--- src/rtl/assert_macros.svh ---
// Assertion macros shared by the RTL files of the range selector
`ifndef ASSERT_MACROS_SVH
`define ASSERT_MACROS_SVH
`ifndef SYNTHESIS
// Property that must hold at every clock edge outside reset
`define SARS_ASSERT(lbl, clk, rst, prop) \
  lbl: assert property (@(posedge clk) disable iff (rst) (prop)) \
    else $error("sars assertion failed");
// Condition that must never be seen outside reset
`define SARS_NEVER(lbl, clk, rst, cond) \
  lbl: assert property (@(posedge clk) disable iff (rst) !(cond)) \
    else $error("sars forbidden condition seen");
`else
`define SARS_ASSERT(lbl, clk, rst, prop)
`define SARS_NEVER(lbl, clk, rst, cond)
`endif
`endif

--- src/rtl/sars_pkg.sv ---
// Package of the sensor auto-range selector: widths, codes, types
package sars_pkg;

  localparam int READING_W   = 12;
  localparam int IDX_W       = 3;
  localparam int ERR_W       = 7;
  localparam int WORD_W      = 32;
  localparam int BYTE_W      = 8;
  localparam int ENTRY_REGS  = 5;
  localparam int NUM_RANGES_DEF = 5;
  localparam int NUM_RANGES_MAX = 6;

  localparam logic [BYTE_W-1:0] ERR_BYTE_MAX = 8'd127;
  localparam logic [ERR_W-1:0]  ERR_INVALID = ERR_BYTE_MAX[ERR_W-1:0];
  localparam logic [WORD_W-1:0] ENTRY_RESET = 32'h7F00_0000;
  localparam logic [BYTE_W-1:0] MARGIN_RESET = 8'd16;
  localparam logic [BYTE_W-1:0] HOLD_RESET   = 8'd4;

  // Configuration register indexes
  typedef enum logic [IDX_W-1:0] {
    REG_ENTRY_0       = 3'd0,
    REG_ENTRY_1       = 3'd1,
    REG_ENTRY_2       = 3'd2,
    REG_ENTRY_3       = 3'd3,
    REG_ENTRY_4       = 3'd4,
    REG_EDGE_MARGIN   = 3'd5,
    REG_HOLD_READINGS = 3'd6
  } reg_idx_t;

  // Sequencer states
  typedef enum logic [1:0] {
    ST_IDLE,
    ST_ACTIVE,
    ST_SCAN,
    ST_DONE
  } state_t;

  // Global settings from the register bank
  typedef struct packed {
    logic [BYTE_W-1:0] edge_margin;
    logic [BYTE_W-1:0] hold_readings;
  } settings_t;

  // Verdict of the shared fit unit on one table entry
  typedef struct packed {
    logic             fits;
    logic [ERR_W-1:0] err;
  } fit_t;

endpackage

--- src/rtl/sars_if.sv ---
// Handshake channel interfaces: readings in, results out, register writes

interface sars_in_if;
  import sars_pkg::*;
  logic                        valid;
  logic                        ready;
  logic signed [READING_W-1:0] reading;
  modport source (output valid, output reading, input ready);
  modport sink   (input valid, input reading, output ready);
endinterface

interface sars_out_if;
  import sars_pkg::*;
  logic             valid;
  logic             ready;
  logic [IDX_W-1:0] range_used;
  logic [ERR_W-1:0] error_bound;
  logic [IDX_W-1:0] chosen_range;
  logic [IDX_W-1:0] next_range;
  logic             switched;
  logic             out_of_range;
  modport source (output valid, output range_used, output error_bound,
                  output chosen_range, output next_range, output switched,
                  output out_of_range, input ready);
  modport sink   (input valid, input range_used, input error_bound,
                  input chosen_range, input next_range, input switched,
                  input out_of_range, output ready);
endinterface

interface sars_cfg_if;
  import sars_pkg::*;
  logic              valid;
  logic              ready;
  logic [IDX_W-1:0]  index;
  logic [WORD_W-1:0] data;
  modport source (output valid, output index, output data, input ready);
  modport sink   (input valid, input index, input data, output ready);
endinterface

--- src/rtl/sars_regs.sv ---
// Configuration register bank with one indexed read port for the range table
module sars_regs (
  input  logic                        clk,
  input  logic                        rst,
  sars_cfg_if.sink                    cfg,
  input  logic [sars_pkg::IDX_W-1:0]  rd_idx,
  output logic [sars_pkg::WORD_W-1:0] rd_word,
  output sars_pkg::settings_t         settings
);
  import sars_pkg::*;

  logic [WORD_W-1:0] entry [ENTRY_REGS];
  logic [BYTE_W-1:0] edge_margin;
  logic [BYTE_W-1:0] hold_readings;

  assign cfg.ready = 1'b1;

  // Take register writes; indexes beyond the list are dropped
  always_ff @(posedge clk) begin
    if (rst) begin
      for (int i = 0; i < ENTRY_REGS; i++) begin
        entry[i] <= ENTRY_RESET;
      end
      edge_margin   <= MARGIN_RESET;
      hold_readings <= HOLD_RESET;
    end else if (cfg.valid) begin
      unique case (cfg.index)
        REG_ENTRY_0, REG_ENTRY_1, REG_ENTRY_2, REG_ENTRY_3, REG_ENTRY_4: begin
          entry[cfg.index] <= cfg.data;
        end
        REG_EDGE_MARGIN:   edge_margin   <= cfg.data[BYTE_W-1:0];
        REG_HOLD_READINGS: hold_readings <= cfg.data[BYTE_W-1:0];
        default: ;
      endcase
    end
  end

  // Entries past the register list read as the reset word
  always_comb begin
    if (rd_idx < IDX_W'(ENTRY_REGS)) begin
      rd_word = entry[rd_idx];
    end else begin
      rd_word = ENTRY_RESET;
    end
  end

  assign settings.edge_margin   = edge_margin;
  assign settings.hold_readings = hold_readings;

endmodule

--- src/rtl/sars_fit.sv ---
// Shared compare unit: checks a reading against one entry's shrunk bounds
module sars_fit (
  input  logic [sars_pkg::WORD_W-1:0]           word,
  input  logic [sars_pkg::BYTE_W-1:0]           margin,
  input  logic signed [sars_pkg::READING_W-1:0] reading,
  output sars_pkg::fit_t                        fit
);
  import sars_pkg::*;

  localparam int CMP_W = READING_W + 2;

  logic signed [CMP_W-1:0] lo;
  logic signed [CMP_W-1:0] hi;
  logic signed [CMP_W-1:0] rd;
  logic [BYTE_W-1:0]       err_raw;

  // Shrink the bounds by the margin and compare
  always_comb begin
    lo = {{2{word[READING_W-1]}}, word[READING_W-1:0]} + {6'd0, margin};
    hi = {{2{word[2*READING_W-1]}}, word[2*READING_W-1:READING_W]} - {6'd0, margin};
    rd = {{2{reading[READING_W-1]}}, reading};
    fit.fits = (rd >= lo) && (rd <= hi);
  end

  // Saturate the error byte; anything above the limit is invalid
  always_comb begin
    err_raw = word[WORD_W-1:WORD_W-BYTE_W];
    fit.err = (err_raw > ERR_BYTE_MAX) ? ERR_INVALID : err_raw[ERR_W-1:0];
  end

endmodule

--- src/rtl/sars_seq.sv ---
// Sequencer: scans the table through the shared fit unit and decides the range
module sars_seq #(
  parameter int NUM_RANGES = sars_pkg::NUM_RANGES_DEF
) (
  input  logic                                  clk,
  input  logic                                  rst,
  sars_in_if.sink                               sample,
  sars_out_if.source                            result,
  input  sars_pkg::settings_t                   settings,
  input  sars_pkg::fit_t                        fit,
  output logic [sars_pkg::IDX_W-1:0]            rd_idx,
  output logic signed [sars_pkg::READING_W-1:0] reading
);
  import sars_pkg::*;

  localparam logic [IDX_W-1:0] LAST_IDX = IDX_W'(NUM_RANGES - 1);

  state_t            state;
  state_t            state_next;
  logic [IDX_W-1:0]  active_range;
  logic [BYTE_W-1:0] hold_left;
  logic [IDX_W-1:0]  cnt;
  logic [IDX_W-1:0]  best;
  logic [ERR_W-1:0]  best_err;
  logic [ERR_W-1:0]  score;
  logic [ERR_W-1:0]  used_err;
  logic              out_free;

  // Decision terms, worked out in the final step
  logic [BYTE_W-1:0] hold_dec;
  logic              want;
  logic              do_switch;
  logic              oor;

  assign out_free     = !result.valid || result.ready;
  assign sample.ready = (state == ST_IDLE);

  always_comb begin
    hold_dec  = (hold_left != '0) ? hold_left - 8'd1 : hold_left;
    want      = (hold_dec == '0) && (best != active_range);
    oor       = want && (best_err == ERR_INVALID);
    do_switch = want && (best_err != ERR_INVALID);
  end

  // Next state and table read address
  always_comb begin
    state_next = state;
    rd_idx     = cnt;
    unique case (state)
      ST_IDLE: begin
        if (sample.valid) state_next = ST_ACTIVE;
      end
      ST_ACTIVE: begin
        rd_idx     = active_range;
        state_next = ST_SCAN;
      end
      ST_SCAN: begin
        if (cnt == LAST_IDX) state_next = ST_DONE;
      end
      ST_DONE: begin
        if (out_free) state_next = ST_IDLE;
      end
      default: state_next = ST_IDLE;
    endcase
  end

  always_ff @(posedge clk) begin
    if (rst) begin
      state <= ST_IDLE;
    end else begin
      state <= state_next;
    end
  end

  // Scan datapath: seed with the active range, then walk the table
  always_ff @(posedge clk) begin
    unique case (state)
      ST_IDLE: begin
        if (sample.valid) reading <= sample.reading;
        cnt <= '0;
      end
      ST_ACTIVE: begin
        used_err <= fit.err;
        best     <= active_range;
        best_err <= fit.err;
        score    <= fit.fits ? fit.err : ERR_INVALID;
      end
      ST_SCAN: begin
        if (fit.fits && (fit.err <= score)) begin
          best     <= cnt;
          best_err <= fit.err;
          score    <= fit.err;
        end
        cnt <= cnt + 3'd1;
      end
      default: ;
    endcase
  end

  // Commit the decision and hold the result until it is taken
  always_ff @(posedge clk) begin
    if (rst) begin
      active_range  <= '0;
      hold_left     <= '0;
      result.valid  <= 1'b0;
    end else begin
      if (state == ST_DONE && out_free) begin
        result.valid <= 1'b1;
        if (do_switch) begin
          active_range <= best;
          hold_left    <= settings.hold_readings;
        end else begin
          hold_left    <= hold_dec;
        end
      end else if (result.ready) begin
        result.valid <= 1'b0;
      end
    end
  end

  always_ff @(posedge clk) begin
    if (state == ST_DONE && out_free) begin
      result.range_used     <= active_range;
      result.error_bound    <= used_err;
      result.chosen_range   <= best;
      result.next_range     <= do_switch ? best : active_range;
      result.switched       <= do_switch;
      result.out_of_range   <= oor;
    end
  end

endmodule

--- src/rtl/sensor_auto_range_selector_top.sv ---
// Top level of the sensor auto-range selector
//
// Channels: sample (sink) takes one signed 12-bit reading in sixteenths of
// a degree, taken in the currently active range. result (source) returns one
// item per reading: the range used and its error bound, the best range found,
// the range in force next, and switched / out_of_range flags. cfg takes
// register writes (range table entries, edge margin, hold count) and is
// always ready.
// One fit unit checks one table entry per cycle: one pass for the active range,
// then one per table entry. The block takes one reading at a time, so it takes
// no new reading before the last one has left the final step.
// Reset: synchronous rst restores the table to invalid entries (error 127),
// margin 16, hold count 4, active range 0, hold counter 0.
// A stalled receiver holds the result in the output register; the next
// reading is still accepted and scanned, and waits in the final step until
// the output register is free.
module sensor_auto_range_selector_top #(
  parameter int NUM_RANGES = sars_pkg::NUM_RANGES_DEF
) (
  input  logic       clk,
  input  logic       rst,
  sars_in_if.sink    sample,
  sars_out_if.source result,
  sars_cfg_if.sink   cfg
);
  import sars_pkg::*;
  `include "assert_macros.svh"

  logic [IDX_W-1:0]            rd_idx;
  logic [WORD_W-1:0]           rd_word;
  logic signed [READING_W-1:0] reading;
  settings_t                   settings;
  fit_t                        fit;

  sars_regs u_regs (
    .clk      (clk),
    .rst      (rst),
    .cfg      (cfg),
    .rd_idx   (rd_idx),
    .rd_word  (rd_word),
    .settings (settings)
  );

  sars_fit u_fit (
    .word    (rd_word),
    .margin  (settings.edge_margin),
    .reading (reading),
    .fit     (fit)
  );

  sars_seq #(
    .NUM_RANGES (NUM_RANGES)
  ) u_seq (
    .clk      (clk),
    .rst      (rst),
    .sample   (sample),
    .result   (result),
    .settings (settings),
    .fit      (fit),
    .rd_idx   (rd_idx),
    .reading  (reading)
  );

  // A reading keeps the block busy for the cycle after it is taken
  `SARS_ASSERT(a_busy_after_take, clk, rst, (sample.valid && sample.ready) |=> !sample.ready)
  // A switch and an out-of-range flag exclude each other
  `SARS_NEVER(a_sw_oor_excl, clk, rst, result.valid && result.switched && result.out_of_range)
  // The switched flag matches a change of range
  `SARS_ASSERT(a_sw_matches, clk, rst,
    result.valid |-> (result.switched == (result.next_range != result.range_used)))
  // The range in force stays inside the table
  `SARS_ASSERT(a_range_in_table, clk, rst,
    result.valid |-> (result.next_range < IDX_W'(NUM_RANGES)))

endmodule

--- src/flat_wrapper.sv ---
// flat-port wrapper written by rule: the top's interface ports become plain ports
module sensor_auto_range_selector_top_flat import sars_pkg::*;
#(
  parameter int NUM_RANGES = sars_pkg::NUM_RANGES_DEF
)
  (clk, rst, sample_valid, sample_reading, sample_ready, result_valid, result_range_used, result_error_bound, result_chosen_range, result_next_range, result_switched, result_out_of_range, result_ready, cfg_valid, cfg_index, cfg_data, cfg_ready);
  sars_in_if sample_i ();
  sars_out_if result_i ();
  sars_cfg_if cfg_i ();
  input  logic clk;
  input  logic rst;
  input wire logic [$bits(sample_i.valid)-1:0] sample_valid;
  input wire logic [$bits(sample_i.reading)-1:0] sample_reading;
  output wire logic [$bits(sample_i.ready)-1:0] sample_ready;
  output wire logic [$bits(result_i.valid)-1:0] result_valid;
  output wire logic [$bits(result_i.range_used)-1:0] result_range_used;
  output wire logic [$bits(result_i.error_bound)-1:0] result_error_bound;
  output wire logic [$bits(result_i.chosen_range)-1:0] result_chosen_range;
  output wire logic [$bits(result_i.next_range)-1:0] result_next_range;
  output wire logic [$bits(result_i.switched)-1:0] result_switched;
  output wire logic [$bits(result_i.out_of_range)-1:0] result_out_of_range;
  input wire logic [$bits(result_i.ready)-1:0] result_ready;
  input wire logic [$bits(cfg_i.valid)-1:0] cfg_valid;
  input wire logic [$bits(cfg_i.index)-1:0] cfg_index;
  input wire logic [$bits(cfg_i.data)-1:0] cfg_data;
  output wire logic [$bits(cfg_i.ready)-1:0] cfg_ready;
  assign sample_i.valid = sample_valid;
  assign sample_i.reading = sample_reading;
  assign sample_ready = sample_i.ready;
  assign result_valid = result_i.valid;
  assign result_range_used = result_i.range_used;
  assign result_error_bound = result_i.error_bound;
  assign result_chosen_range = result_i.chosen_range;
  assign result_next_range = result_i.next_range;
  assign result_switched = result_i.switched;
  assign result_out_of_range = result_i.out_of_range;
  assign result_i.ready = result_ready;
  assign cfg_i.valid = cfg_valid;
  assign cfg_i.index = cfg_index;
  assign cfg_i.data = cfg_data;
  assign cfg_ready = cfg_i.ready;
  sensor_auto_range_selector_top #(.NUM_RANGES(NUM_RANGES)) u_core (.clk(clk), .rst(rst), .sample(sample_i), .result(result_i), .cfg(cfg_i));
endmodule
--- config.mk ---
export PLATFORM = sky130hd
export DESIGN_NAME = sensor_auto_range_selector_top_flat
export DESIGN_NICKNAME = d
export VERILOG_FILES = /design/src/rtl/sars_pkg.sv /design/src/rtl/sars_if.sv /design/src/rtl/sars_regs.sv /design/src/rtl/sars_fit.sv /design/src/rtl/sars_seq.sv /design/src/rtl/sensor_auto_range_selector_top.sv /design/src/flat_wrapper.sv
export VERILOG_INCLUDE_DIRS = /design/src /design/src/rtl
export SDC_FILE = /design/constraint.sdc
export NUM_CORES = 1
export LEC_CHECK = 0
export BUFFER_PORTS_ARGS = -buffer_cell sky130_fd_sc_hd__buf_2
export CORE_MARGIN = 8
export CORE_UTILIZATION = 60
export CTS_BUF_LIST = sky130_fd_sc_hd__clkbuf_4
export DETAILED_ROUTE_END_ITERATION = 12
export PLACE_DENSITY = 0.82
export SLEW_MARGIN = 20
export SYNTH_ARGS = -nofsm -noshare
export SYNTH_HDL_FRONTEND = slang
export SYNTH_SLANG_ARGS = --single-unit
--- constraint.sdc ---
create_clock -name clk -period 8.3 [get_ports clk]
set_input_delay 0.415 -clock clk [delete_from_list [all_inputs] [get_ports clk]]
set_output_delay 0.415 -clock clk [all_outputs]
set_load 0.02 [all_outputs]
==> results.cfg <==
[status]
outcome = finished, final reports clean

[worst_setup_path]
cp-end-kind = flip-flop
r2r_setup_slack_ns = 1.47
criticalPathCategory = reg -> reg
r2r-start = u_core.u_seq.state[1]
r2r_cells = 20
r2r_end = u_core.u_seq.best[2]
cp-start-kind = flip-flop
crit_path_max_fanout = 18
worstPathArrival_ns = 7.08
worst_ep_required_time_ns = 8.55

[timing]
min_period_over_period_pct = 82.3
fin_ws_ns = 1.47
hold_violations = 0
fin_crit_ns = 6.83
max_slew.worst_pin.slew_ns = 1.04
hold_slack_ns = 0.0807
setup_viol = 0
rsz0062_at_grt = false
drv_slew = 0
slew_headroom_pct = 30.0
max_freq_mhz = 146
setup_tns_ns = 0
fin_skew_ns = 0.0426

[drt]
routed_via_density = 5.78
ant_nets = 0
wl_per_cell_um = 19.6
wl_um = 26800
drt_iter0_markers = 486
drc = 0
num_vias = 7902
drt-pass1-iter-count = 6

[floorplan]
rows = 52
die_h_um = 158
die_area_um2 = 25000
core_um2 = 20000
die_w_um = 158
ios = 73
start_util_pct = 60.6

[logic_synthesis]
yosys_warnings = 0
synth.top_cell.area_share_pct = 53.7
synthesis.area_um2 = 12100
yosys-top-cells-area = edfxtp_1 54%, and2_1 6.8%, ha_1 5.9%
syn-mean-instance-area_um2 = 13.1
synth_fp_nets = 1037
synth-edff-count = 217
yosysSeqAreaShare_pct = 58.6
ys_seq_elements = 247
ys.flop_type = edfxtp_1
async_flop_share_pct = 0
yosys.area.top_type = edfxtp_1
yosysUniqueCellTypes = 65
synth.most_common_cell = edfxtp_1
synth_commonest_cells = 217 x edfxtp_1, 132 x and2_1, 57 x ha_1
synthCells = 926

[clock_network]
cts.sink_count = 247
clock-root-buffer = clkbuf_4
path_clk_slew_ns = 0.06
cts_buffer_depth = 3
h-tree-depth = 3
numCtsBuffers = 66
cts_setup_buffers = 0
cts_tree = built
clk_latency_ns = 0.66

[min_path]
holdPathEnd = u_core.u_regs.entry[2][26]
hold_start = cfg_data[26]
hold_path_class = in -> reg
min_delay_path_depth = 2

[finish]
fin_nets = 1159
syn2layout_area_growth_pct = 13.0
multi_input_area_um2 = 4760
regArea_um2 = 7120
final.fill_count = 1438
drive_gt1_share_pct = 22.6

[grt]
antenna_found_initial = 2
grt_max_degree = 38
grt.overflow.total = 0
grt_pass1_vias = 8166
grt.total_usage_pct = 22.1
grt_pass1_wl_um = 42400

[place]
dp_slack_ns = 1.43
gp_congestion = 0.866
hpwl_um = 17000
port_buffers = 71

[power_and_ir_drop]
cellPowerDensity_nw_per_um2 = 331
ir_drop_mv = 0.183
leakagePower_nw = 5.25

[job]
maxCapViolations = 0
[state kept, by name (all words and copies together) (netlist names), 3 cells and up]
| name | count |
|---|---|
| u_core.u_regs.entry | 160 |
| u_core.u_seq.reading | 12 |
| u_core.u_regs.edge_margin | 8 |
| u_core.u_regs.hold_readings | 8 |
| u_core.u_seq.hold_left | 8 |
| u_core.u_seq.best_err | 7 |
| u_core.u_seq.result.error_bound | 7 |
| u_core.u_seq.score | 7 |
| u_core.u_seq.used_err | 7 |
| u_core.u_seq.active_range | 3 |
| u_core.u_seq.best | 3 |
| u_core.u_seq.cnt | 3 |
| u_core.u_seq.result.chosen_range | 3 |
| u_core.u_seq.result.next_range | 3 |
| u_core.u_seq.result.range_used | 3 |
[cell usage in the layout (no fill, tap or decap), types with 30 or more instances in the layout]
cell type    n
a21oi_1     35
and2_1     132
buf_2       71
clkbuf_4    91
dfxtp_1     30
edfxtp_1   217
ha_1        57
inv_1       31
mux4_2      30
nand2_1     55
nor2_1      41
[kinds of logic after synthesis]
kind of cell / after synthesis / share of synthesized area, %
AOI/OAI and AO/OA: 140 / 8.10
xor gates and xnor gates: 26 / 1.88
adders and majority gates: 59 / 6.21
buffers and inverters: 73 / 2.56
DFF: 247 / 58.6
muxes: 46 / 6.97
other: 1 / 0.0309
and+or+nand+nor: 334 / 15.6
[worst max-delay path by stage]
stage	from	endpoint	slack, ns
after global placement	u_core.u_seq.state[1]	u_core.u_seq.best[0]	1.65
after floorplan	u_core.u_seq.state[1]	u_core.u_seq.best[0]	1.72
after global routing	u_core.u_seq.state[1]	u_core.u_seq.score[1]	0.86
final	u_core.u_seq.state[1]	u_core.u_seq.best[2]	1.47
after CTS	u_core.u_seq.state[1]	u_core.u_seq.best[2]	1.41
after detailed placement	u_core.u_seq.state[1]	u_core.u_seq.score[2]	1.43
[per-stage QoR]
step	utilization (%)	std cells	total power, mW	instance area (µm²)
5_1_grt	68.5	1366	4.84	13700
6_report	68.5	1366	4.54	13700
2_1_floorplan	-	926	3.04	12100
3_5_place_dp	63.7	1238	3.49	12800
3_3_place_gp	63.7	1238	3.44	12800
4_1_cts	68.4	1364	4.55	13700
[final cells by class]
| class | count | area share [%] |
|---|---|---|
| well taps | 270 | 2.46 |
| flip-flops and latches | 247 | 51.9 |
| repair buffers | 95 | 4.12 |
| diodes | 2 | 0.0365 |
| clock buffers | 91 | 4.98 |
| multi-input cells | 606 | 34.7 |
| inverters | 32 | 0.876 |
| clock inverters | 23 | 0.967 |
[per-layer routing]
layer  vias up  GRT usage, %  wire length (µm)
li1       3712             -                 -
met1      3829          27.4             11100
met2       305          36.6             13000
met3        56          4.97              1930
met4         0          9.38               738
met5         -             0                 0
[report_power, final]
group | leakage (nW) | total [mW] | internal, mW | switching, mW
Sequential | 2.31 | 1.65 | 1.56 | 0.0835
Combinational | 2.47 | 1.85 | 0.799 | 1.05
Clock | 0.475 | 1.04 | 0.543 | 0.502
Total | 5.25 | 4.54 | 2.91 | 1.63
[repair_timing]
action | in CTS | in global routing
endpoints found under the hold margin | 12 | 0
gates resized for setup | 0 | 0
hold buffers | 12 | 0
[worst max-delay path, stage by stage, from the launching register on]
cell and delay, ns:
dfxtp_1 0.33, inv_1 0.10, ha_1 0.65, mux2i_4 0.59, buf_4 0.43, buf_4 0.33, mux4_2 0.55, a22o_1 0.21
ha_1 0.32, a21o_1 0.20, a311oi_1 0.41, a21oi_1 0.17, xor2_1 0.19, ha_1 0.33, and4_1 0.25, a31oi_1 0.11
a21oi_1 0.17, nor4_1 0.07, a221oi_1 0.22, buf_4 0.21, a22o_1 0.61
No activity file was read; power rests on OpenSTA's default activity.
